### config.mk
export PLATFORM = sky130hd
export DESIGN_NAME = weighted_random_bin_picker
export DESIGN_NICKNAME = d
export VERILOG_FILES = /design/src/rtl/wrbp_pkg.sv /design/src/rtl/weighted_random_bin_picker.sv /design/src/rtl/wrbp_regs.sv /design/src/rtl/wrbp_mod_pipe.sv /design/src/rtl/wrbp_select.sv
export SDC_FILE = /design/constraint.sdc
export NUM_CORES = 2
export LEC_CHECK = 0
export ABC_AREA = 1
export BUFFER_PORTS_ARGS = -buffer_cell sky130_fd_sc_hd__buf_4
export CORE_MARGIN = 10
export CORE_UTILIZATION = 60
export CTS_BUF_LIST = sky130_fd_sc_hd__clkbuf_2
export DETAILED_ROUTE_END_ITERATION = 6
export PLACE_DENSITY = 0.8
export SLEW_MARGIN = 20
export SYNTH_ARGS = -nofsm -noshare
export SYNTH_HDL_FRONTEND = slang
export SYNTH_HIERARCHICAL = 1
export SYNTH_SLANG_ARGS = --single-unit
export TNS_END_PERCENT = 100
### constraint.sdc
create_clock -name clk_i -period 5.2 [get_ports clk_i]
set_clock_uncertainty 0.1 [all_clocks]
set_input_delay 0.26 -clock clk_i [delete_from_list [all_inputs] [get_ports clk_i]]
set_output_delay 0.26 -clock clk_i [all_outputs]
set_load 0.02 [all_outputs]
### src/rtl/wrbp_pkg.sv
package wrbp_pkg;

  // Bin counts
  localparam int NUM_BINS    = 4;
  localparam int REG_BINS    = 4;
  localparam int ACTIVE_BINS = (NUM_BINS < REG_BINS) ? NUM_BINS : REG_BINS;

  // Field widths
  localparam int WEIGHT_W = 16;
  localparam int VALUE_W  = 32;
  localparam int WORD_W   = 31;
  localparam int BIN_W    = 2;
  localparam int SUM_W    = WEIGHT_W + $clog2(ACTIVE_BINS);

  // Register port
  localparam int DATA_W    = 32;
  localparam int REG_IDX_W = $clog2(REG_BINS);
  localparam int ADDR_W    = REG_IDX_W + 3;

  localparam logic REG_GRP_WEIGHT = 1'b0;
  localparam logic REG_GRP_VALUE  = 1'b1;

  localparam logic [WEIGHT_W-1:0] WEIGHT_RST [REG_BINS] = '{16'd1, 16'd1, 16'd0, 16'd0};
  localparam logic [VALUE_W-1:0]  VALUE_RST  [REG_BINS] = '{32'd1, 32'd0, 32'd0, 32'd0};

  // Modulo pipeline: restoring remainder, a few dividend bits per stage
  localparam int BITS_PER_STAGE = 2;
  localparam int DIV_STAGES     = (WORD_W + BITS_PER_STAGE - 1) / BITS_PER_STAGE;
  localparam int PAD_W          = DIV_STAGES * BITS_PER_STAGE;

  typedef struct packed {
    logic [ACTIVE_BINS-1:0][SUM_W-1:0]   prefix;
    logic [ACTIVE_BINS-1:0][VALUE_W-1:0] value;
    logic                                sum_zero;
  } cfg_t;

  // One restoring step: shift in a dividend bit, subtract the divisor if it fits.
  function automatic logic [SUM_W-1:0] mod_step(input logic [SUM_W-1:0] rem,
                                                input logic              din,
                                                input logic [SUM_W-1:0] sum);
    logic [SUM_W:0] t;
    t = {rem, din};
    if (t >= {1'b0, sum}) begin
      t = t - {1'b0, sum};
    end
    return t[SUM_W-1:0];
  endfunction

endpackage

### src/rtl/weighted_random_bin_picker.sv
// Pipeline: an accepted request passes an input register, 16 modulo stages at 2
// dividend bits each, and a select register before its result reaches the output.
// Throughput: one request per cycle; stalls only back up through full stages.
// Reset: weights return to 1,1,0,0 and values to 1,0,0,0; the pipeline empties.
// Weight sums are re-registered every cycle and follow a register write in the cycle after it.
module weighted_random_bin_picker (
  input  logic                                 clk_i,
  input  logic                                 rst_ni,
  input  logic                                 in_valid_i,
  output logic                                 in_stall_o,
  input  logic [wrbp_pkg::WORD_W-1:0]          random_word_i,
  output logic                                 out_valid_o,
  input  logic                                 out_stall_i,
  output logic signed [wrbp_pkg::VALUE_W-1:0]  chosen_value_o,
  output logic [wrbp_pkg::BIN_W-1:0]           chosen_bin_o,
  output logic                                 no_weight_error_o,
  input  logic                                 psel,
  input  logic                                 penable,
  input  logic                                 pwrite,
  input  logic [wrbp_pkg::ADDR_W-1:0]          paddr,
  input  logic [wrbp_pkg::DATA_W-1:0]          pwdata,
  output logic [wrbp_pkg::DATA_W-1:0]          prdata,
  output logic                                 pready
);
  import wrbp_pkg::*;

  cfg_t             cfg;
  logic             pipe_valid;
  logic             sel_stall;
  logic [SUM_W-1:0] pipe_rem;

  wrbp_regs u_regs (
    .clk_i  (clk_i),
    .rst_ni (rst_ni),
    .psel   (psel),
    .penable(penable),
    .pwrite (pwrite),
    .paddr  (paddr),
    .pwdata (pwdata),
    .prdata (prdata),
    .pready (pready),
    .cfg_o  (cfg)
  );

  wrbp_mod_pipe u_mod_pipe (
    .clk_i      (clk_i),
    .rst_ni     (rst_ni),
    .in_valid_i (in_valid_i),
    .in_stall_o (in_stall_o),
    .word_i     (random_word_i),
    .sum_i      (cfg.prefix[ACTIVE_BINS-1]),
    .out_valid_o(pipe_valid),
    .out_stall_i(sel_stall),
    .rem_o      (pipe_rem)
  );

  wrbp_select u_select (
    .clk_i            (clk_i),
    .rst_ni           (rst_ni),
    .valid_i          (pipe_valid),
    .stall_o          (sel_stall),
    .rem_i            (pipe_rem),
    .cfg_i            (cfg),
    .out_valid_o      (out_valid_o),
    .out_stall_i      (out_stall_i),
    .chosen_value_o   (chosen_value_o),
    .chosen_bin_o     (chosen_bin_o),
    .no_weight_error_o(no_weight_error_o)
  );

endmodule

### src/rtl/wrbp_regs.sv
module wrbp_regs (
  input  logic                        clk_i,
  input  logic                        rst_ni,
  input  logic                        psel,
  input  logic                        penable,
  input  logic                        pwrite,
  input  logic [wrbp_pkg::ADDR_W-1:0] paddr,
  input  logic [wrbp_pkg::DATA_W-1:0] pwdata,
  output logic [wrbp_pkg::DATA_W-1:0] prdata,
  output logic                        pready,
  output wrbp_pkg::cfg_t              cfg_o
);
  import wrbp_pkg::*;

  logic [WEIGHT_W-1:0]  weight_q [REG_BINS];
  logic [VALUE_W-1:0]   value_q  [REG_BINS];
  logic                 wr_en;
  logic                 grp;
  logic [REG_IDX_W-1:0] idx;
  cfg_t                 cfg_d, cfg_q;

  assign pready = 1'b1;
  assign wr_en  = psel & penable & pwrite;
  assign grp    = paddr[ADDR_W-1];
  assign idx    = paddr[ADDR_W-2:2];

  always_ff @(posedge clk_i or negedge rst_ni) begin
    if (!rst_ni) begin
      for (int i = 0; i < REG_BINS; i++) begin
        weight_q[i] <= WEIGHT_RST[i];
        value_q[i]  <= VALUE_RST[i];
      end
    end else if (wr_en) begin
      unique case (grp)
        REG_GRP_WEIGHT: weight_q[idx] <= pwdata[WEIGHT_W-1:0];
        REG_GRP_VALUE:  value_q[idx]  <= pwdata[VALUE_W-1:0];
        default: ;
      endcase
    end
  end

  always_comb begin
    prdata = '0;
    unique case (grp)
      REG_GRP_WEIGHT: prdata = {{(DATA_W-WEIGHT_W){1'b0}}, weight_q[idx]};
      REG_GRP_VALUE:  prdata = value_q[idx];
      default: ;
    endcase
  end

  // Running weight sums, held in registers so the datapath sees a flat compare
  always_comb begin
    logic [SUM_W-1:0] acc;
    acc = '0;
    for (int i = 0; i < ACTIVE_BINS; i++) begin
      acc             = acc + SUM_W'(weight_q[i]);
      cfg_d.prefix[i] = acc;
      cfg_d.value[i]  = value_q[i];
    end
    cfg_d.sum_zero = (acc == '0);
  end

  always_ff @(posedge clk_i or negedge rst_ni) begin
    if (!rst_ni) begin
      cfg_q <= '0;
    end else begin
      cfg_q <= cfg_d;
    end
  end

  assign cfg_o = cfg_q;

endmodule

### src/rtl/wrbp_mod_pipe.sv
module wrbp_mod_pipe (
  input  logic                        clk_i,
  input  logic                        rst_ni,
  input  logic                        in_valid_i,
  output logic                        in_stall_o,
  input  logic [wrbp_pkg::WORD_W-1:0] word_i,
  input  logic [wrbp_pkg::SUM_W-1:0]  sum_i,
  output logic                        out_valid_o,
  input  logic                        out_stall_i,
  output logic [wrbp_pkg::SUM_W-1:0]  rem_o
);
  import wrbp_pkg::*;

  logic             v_q       [DIV_STAGES+1];
  logic             en        [DIV_STAGES+1];
  logic [PAD_W-1:0] word_q    [DIV_STAGES+1];
  logic [SUM_W-1:0] rem_q     [DIV_STAGES+1];
  logic [SUM_W-1:0] step_rem  [DIV_STAGES+1];

  // A stage may load when it is empty or its content moves on
  always_comb begin
    en[DIV_STAGES] = !v_q[DIV_STAGES] || !out_stall_i;
    for (int k = DIV_STAGES - 1; k >= 0; k--) begin
      en[k] = !v_q[k] || en[k+1];
    end
  end

  always_comb begin
    logic [SUM_W-1:0] r;
    step_rem[0] = '0;
    for (int k = 1; k <= DIV_STAGES; k++) begin
      r = rem_q[k-1];
      for (int b = 0; b < BITS_PER_STAGE; b++) begin
        r = mod_step(r, word_q[k-1][PAD_W-1-(k-1)*BITS_PER_STAGE-b], sum_i);
      end
      step_rem[k] = r;
    end
  end

  always_ff @(posedge clk_i or negedge rst_ni) begin
    if (!rst_ni) begin
      for (int k = 0; k <= DIV_STAGES; k++) begin
        v_q[k] <= 1'b0;
      end
    end else begin
      if (en[0]) begin
        v_q[0] <= in_valid_i;
      end
      for (int k = 1; k <= DIV_STAGES; k++) begin
        if (en[k]) begin
          v_q[k] <= v_q[k-1];
        end
      end
    end
  end

  always_ff @(posedge clk_i) begin
    if (en[0] && in_valid_i) begin
      word_q[0] <= PAD_W'(word_i);
      rem_q[0]  <= '0;
    end
    for (int k = 1; k <= DIV_STAGES; k++) begin
      if (en[k] && v_q[k-1]) begin
        word_q[k] <= word_q[k-1];
        rem_q[k]  <= step_rem[k];
      end
    end
  end

  assign in_stall_o  = !en[0];
  assign out_valid_o = v_q[DIV_STAGES];
  assign rem_o       = rem_q[DIV_STAGES];

`ifndef SYNTHESIS
  a_rem_below_sum: assert property (@(posedge clk_i) disable iff (!rst_ni)
    (v_q[DIV_STAGES] && (sum_i != '0)) |-> (rem_q[DIV_STAGES] < sum_i))
    else $error("remainder not reduced below weight sum");

  a_tail_holds: assert property (@(posedge clk_i) disable iff (!rst_ni)
    (v_q[DIV_STAGES] && out_stall_i) |=> (v_q[DIV_STAGES] && $stable(rem_q[DIV_STAGES])))
    else $error("stalled pipeline tail lost or changed its request");
`endif

endmodule

### src/rtl/wrbp_select.sv
module wrbp_select (
  input  logic                               clk_i,
  input  logic                               rst_ni,
  input  logic                               valid_i,
  output logic                               stall_o,
  input  logic [wrbp_pkg::SUM_W-1:0]         rem_i,
  input  wrbp_pkg::cfg_t                     cfg_i,
  output logic                               out_valid_o,
  input  logic                               out_stall_i,
  output logic signed [wrbp_pkg::VALUE_W-1:0] chosen_value_o,
  output logic [wrbp_pkg::BIN_W-1:0]         chosen_bin_o,
  output logic                               no_weight_error_o
);
  import wrbp_pkg::*;

  logic               en;
  logic [SUM_W:0]     target;
  logic [BIN_W-1:0]   bin_d, bin_q;
  logic [VALUE_W-1:0] value_d, value_q;
  logic               err_d, err_q;
  logic               out_valid_q;

  assign target = {1'b0, rem_i} + (SUM_W+1)'(1);

  // First bin whose running sum reaches the target; a zero weight sum flags an error with bin and value zero
  always_comb begin
    logic found;
    found   = 1'b0;
    bin_d   = '0;
    value_d = '0;
    for (int i = 0; i < ACTIVE_BINS; i++) begin
      if (!found && ({1'b0, cfg_i.prefix[i]} >= target)) begin
        found   = 1'b1;
        bin_d   = BIN_W'(i);
        value_d = cfg_i.value[i];
      end
    end
    err_d = cfg_i.sum_zero;
    if (cfg_i.sum_zero) begin
      bin_d   = '0;
      value_d = '0;
    end
  end

  assign en      = !out_valid_q || !out_stall_i;
  assign stall_o = !en;

  always_ff @(posedge clk_i or negedge rst_ni) begin
    if (!rst_ni) begin
      out_valid_q <= 1'b0;
    end else if (en) begin
      out_valid_q <= valid_i;
    end
  end

  always_ff @(posedge clk_i) begin
    if (en && valid_i) begin
      bin_q   <= bin_d;
      value_q <= value_d;
      err_q   <= err_d;
    end
  end

  assign out_valid_o       = out_valid_q;
  assign chosen_value_o    = $signed(value_q);
  assign chosen_bin_o      = bin_q;
  assign no_weight_error_o = err_q;

`ifndef SYNTHESIS
  a_err_clears_fields: assert property (@(posedge clk_i) disable iff (!rst_ni)
    (out_valid_q && err_q) |-> ((value_q == '0) && (bin_q == '0)))
    else $error("error result carries a value or bin");

  a_err_only_zero_sum: assert property (@(posedge clk_i) disable iff (!rst_ni)
    (valid_i && en && !cfg_i.sum_zero) |=> (out_valid_q && !err_q))
    else $error("error flagged with nonzero weight sum");
`endif

endmodule
* After elaboration in Yosys (flattened, before gate mapping)
Memory sizes are Yosys's and may differ from the RTL's.
Cells that the tools add are included.
** Operators by class
- $add $sub $neg :: 36
- Magnitude comparators :: 38
- Multiplexer cells :: 89
- Bitwise logic cells :: 4
- Reduce and logical (&&, ||, !) cells :: 66
** Operator list (number)
- >= comparator 19 x 18 -> 1 bit :: 32
- two-way mux 18 bit :: 32
- subtractor 18 bit :: 32
- two-way mux 32 bit :: 7
- bitwise mux 128 bit :: 1
- binary-select mux 32 bit (select 2 bit) :: 1
- bitwise mux 64 bit :: 1
- demux 32 bit (select 2 bit) :: 1
- one-hot mux 32 bit (2 select lines) :: 1
- >= comparator 18 x 19 -> 1 bit :: 3
- two-way mux 16 bit :: 3
- two-way mux 1 bit :: 38
- adder 18 x 16 -> 18 bit :: 2
- binary-select mux 16 bit (select 2 bit) :: 1
- demux 16 bit (select 2 bit) :: 1
- logical NOT 1 bit :: 23
- logical AND 1 bit :: 22
- adder 18 x 1 -> 19 bit, second input constant :: 1
- >= comparator 16 x 19 -> 1 bit :: 1
- logical NOT 18 bit :: 1
- logical OR 1 bit :: 18
- adder 16 x 16 -> 17 bit :: 1
- two-way mux 2 bit :: 2
- AND reduction 2 bit :: 2
- 5 further kinds :: 6
** Word-level totals
- Flip-flop bits (word level) :: 444
- RAM bits :: 850
- Bits of input ports :: 75
- Output and inout bits :: 70
- Logic and storage cells :: 273
- Memories :: 2
** Memories
- u_mod_pipe.word_q :: depth 17, bits a word 32, read ports 16, clocked after Yosys merged registers in 0, wr ports 17, line wrbp_mod_pipe.sv:16 : logic [PAD_W-1:0] word_q [DIV_STAGES+1];
- u_mod_pipe.rem_q :: depth 17, bits a word 18, read ports 17, clocked after Yosys merged registers in 0, wr ports 17, line wrbp_mod_pipe.sv:17 : logic [SUM_W-1:0] rem_q [DIV_STAGES+1];

* Longest topological paths before layout
- Word-level depth :: 22
- Gate-level depth with buffers :: 33
- Mapped depth without buffers :: 30

* Modules after synthesis
Netlist, hierarchy kept.
** Modules (own cells, without submodules)
- wrbp_mod_pipe :: instances 1, cells each 6799, area each 52626.7 µm², seq. area each 17211.5 µm²
- wrbp_regs :: instances 1, cells each 1544, area each 15680.0 µm², seq. area each 9763.1 µm²
- wrbp_select :: instances 1, cells each 851, area each 5221.3 µm², seq. area each 1076.0 µm²

* Least setup slack after synthesis
OpenSTA, ideal clock, no wires.
- Path kind :: flip-flop to flip-flop
- Start :: reg u_regs.cfg_q, in the netlist u_regs/cfg_o[184]
- End :: mem u_mod_pipe/rem_q[0][133] in the netlist's numbering, data pin
- Library setup time :: 0.253 ns
- Data arrival time :: 5.367 ns
- Required time :: 4.847 ns
- Setup slack :: -0.519 ns
- Stages on the path, launching flop included :: 30
- Path buffers :: 2
- Period minus slack after synthesis :: 5.719 ns
- Cells stage by stage :: dfrtp_1 > inv_1 > ha_1 > nand2_1 > o21ai_2 > nand2_1 > nand2_2 > nand3_1 > nand2_2 > nand2_2 > nand2_4 > inv_2 > buf_4 > nand2_1 > o21ai_0 > ha_1 > inv_1 > o21ai_0 > a21oi_1 > nand2_1 > nand3_1 > nand2_1 > nand2_1 > nand2_1 > nand2_1 > nand2_1 > nand2_4 > buf_1 > nand3_1 > nand2_1
** RTL lines
- from (decl) :: line wrbp_regs.sv:20 : cfg_t cfg_d, cfg_q;
- from (signal assigned) :: line wrbp_regs.sv:67 : cfg_q <= cfg_d;
- to (decl) :: line wrbp_mod_pipe.sv:17

==> impl_metrics.toml <==
[cells_and_area]
multi_input_area_um2 = 41600
area_growth_syn_to_layout_pct = 11.4
layout_common_cells = "nand2_1 (2,758), nand3_1 (719), inv_1 (703)"
post_route_cells_drive_above_1_share_pct = 10.5
fill_cells = 10000
final_common_cell = "nand2_1"
final_cell_count_no_fill = 11600
finalNetCount = 10600
layout.area.seq_um2 = 28100

[global_routing]
grt_start_max_net_pins = 155
grt_util_all_layers_pct = 32.0
global_route_wire_length_before_repair_um = 352000
antenna_found_initial = 8
grt_overflow = 0
grt_pass1_vias = 67000

[clock_network]
sink_count_of_the_clock_tree = 1002
cts_tree = "done"
clk_pin_slew_ns = 0.12
clk_root_buffer_cell = "clkbuf_2"
cts_inserted_buffers = 278
htree_num_levels = 5
worst_skew_pair.late_latency_ns = 1.78
clk_path_buf_depth = 4

[floorplanning]
fp.coreArea_um2 = 122000
dieArea_um2 = 137000
die-width_um = 370
i_o_pins = 145
fp-row-count = 128
die_extent_in_y_um = 370
starting_density_of_the_core_pct = 60.4

[routing]
ant_nets = 0
detailedRoute.firstPassIterationCount = 7
detailroute.via_count = 68500
drc = 0
vias_per_cell = 5.90
route.detailed.wl_per_inst_um = 19.5
drt_iter0_markers = 6050
finalWirelength_um = 226000

[worst_setup_path]
crit_buf_inv = 1
critical_path.max_fanout = 4
crit_slowest_cell = "dfrtp_1"
worst_path_most_repeated_cell = "nand2_1"
timing.critical_path.to_type = "register"
critical_path_source_type = "register"
arrival_time_at_the_worst_endpoint_ns = 6.52
cp_slowest_stage_delay_ns = 0.44
crit_required_ns = 6.74
critPathTopFamily = "simple AND/OR/NAND/NOR gates"
timing_worst_setup_path_type = "register to register"

[placement]
globalplace.congestion = 0.988
buffers_on_ports = 141
dp.cells = 10900
place_hpwl_um = 158000

[timing]
worst_slew_margin_pct = 17.4
finalHoldViolations = 0
tightest_slew_ns = 1.24
min_period_ns = 4.98
achievable-frequency_mhz = 201
setup_viol = 0
layout_worst_path_cycle_share_pct = 95.7
slew_viol_final = 0

[synth]
seq_area_frac_synth_pct = 38.1
synth_enable_flop_cells = 594
yosys_most_used_dff = "edfxtp_1"
synth-async-reset-ratio_pct = 40.7
mappedNetlistArea_um2 = 73500
synth_warnings = 6
distinct_cell_type_count_after_synthesis = 69
ys_ff_latch = 1002
post_syn_instances = 9194
syn_area_per_cell_um2 = 8.00

[hold_path]
min_path_type = "input port to register"

[run_status]
status = "completed"

[job]
maxCapViolCount = 0
[worst reg2reg max path, delay by kind of cell (launching register included)]
| family | cells | cell delay, ns |
|---|---|---|
| fa+ha+maj | 3 | 1.08 |
| compound gates | 6 | 1.04 |
| simple gates | 18 | 2.00 |
| xor+xnor | 1 | 0.25 |
| flops | 1 | 0.44 |
| buf+inv | 1 | 0.04 |
[synthesized netlist by cell type, types with 12 or more instances]
library cell,number,area (um2)
a21oi_1,626,3130
xnor2_1,252,2210
a31oi_1,51,319
nand3b_1,56,420
a21boi_0,24,180
a21oi_2,12,105
inv_2,24,90.1
ha_1,665,8320
nor3_1,50,250
xor2_1,215,1880
nor2_1,531,1990
dfrtp_1,405,10100
nand3_1,723,3620
a22oi_1,64,480
o21ai_2,28,245
nand2_1,2759,10400
nand2_4,22,248
o21bai_1,43,323
nor2_2,30,188
o21ai_0,504,2520
clkbuf_1,56,210
inv_1,723,2710
a21o_1,58,435
edfxtp_1,594,17800
nand4_1,122,763
buf_4,53,398
o21a_1,14,105
or2_2,18,113
fa_1,34,681
buf_6,25,282
o21ai_1,116,581
nand2_2,64,400
a211oi_1,22,165
nor2_4,19,214
nor2_8,12,240
and2_1,12,75.1
nor4_1,24,150
buf_2,64,320
[cells by family after synthesis]
logic type	after synthesis	synth area share, %
buffers and inverters	952	5.50
xor gates and xnor gates	467	5.56
other	2	0.0102
AOI/OAI and AO/OA	1586	12.0
adders and majority gates	699	12.2
and+or+nand+nor	4486	26.5
DFF	1002	38.1
[path summary, 6_finish.rpt]
kind	from	to	cells past startpoint	slack, ns
min in group asynchronous	rst_ni	u_regs/cfg_o[111]$_DFF_PN0_	6	0.73
worst max-delay path	u_regs/weight_q[50]$_DFFE_PN0P_	u_regs/cfg_o[0]$_DFF_PN0_	29	0.22
worst min register to register	u_regs/cfg_d[44]$_DFFE_PN0P_	u_regs/cfg_o[44]$_DFF_PN0_	0	0.24
worst min-delay path	out_stall_i	u_mod_pipe/out_valid_o$_DFFE_PN0P_	7	0.17
worst max register to register	u_regs/weight_q[50]$_DFFE_PN0P_	u_regs/cfg_o[0]$_DFF_PN0_	29	0.22
max in group asynchronous	rst_ni	u_regs/cfg_o[106]$_DFF_PN0_	7	2.96
[timing repair]
action                                  CTS  global route
hold endpoints to repair                830             0
endpoints found under the setup margin    1           227
gates cloned                              0             1
buffers inserted                          0             8
pin swaps                                 0             4
resized for setup                         1            68
hold buffers                            221             0
[routing by layer]
metal | GRT usage [%] | part of all wire (%) | up-vias | routed length [um]
li1 | - | - | 32600 | -
met1 | 39.0 | 39 | 31900 | 88700
met2 | 53.4 | 47 | 3190 | 106000
met3 | 6.24 | 8.1 | 812 | 18400
met4 | 17.1 | 5.9 | 4 | 13300
met5 | 0 | 0.011 | - | 26
[layout make-up]
type | instances | area share [%]
multi-input cells | 7242 | 50.8
flip-flops and latches | 1002 | 34.2
repair buffers | 520 | 6.02
inverters | 750 | 3.49
well taps | 1625 | 2.48
clock buffers | 388 | 2.37
clock inverters | 74 | 0.525
diodes | 17 | 0.0519
[registers in the layout, summed over array words and instances (netlist names)]
signal,count
u_mod_pipe/rem_q,288
u_mod_pipe/word_q,271
u_mod_pipe/out_valid_o,1
u_select/chosen_value_o,32
u_mod_pipe/v_q,16
u_regs/weight_q,64
u_select/no_weight_error_o,1
u_select/chosen_bin_o,2
u_select/out_valid_o,1
u_regs/cfg_o,198
u_regs/cfg_d,128
[per-stage QoR]
stage / setup TNS (ns) / cell area (um2) / util, % / hold slack, ns / worst slack (ns)
2_1_floorplan: 0 / 73500 / - / -0.136 / 0.0429
3_3_place_gp: 0 / 77000 / 63.2 / 0.280 / 0.237
3_5_place_dp: 0 / 77000 / 63.2 / 0.285 / 0.123
4_1_cts: 0 / 81600 / 67.0 / 0.0231 / 0.0186
5_1_grt: -0.218 / 81900 / 67.3 / 0.0724 / -0.135
6_report: 0 / 81900 / 67.3 / 0.173 / 0.221
Power is left out: the tool's default activity adds up to more than one toggle a clock period on the data nets, which glitch-free logic cannot reach.
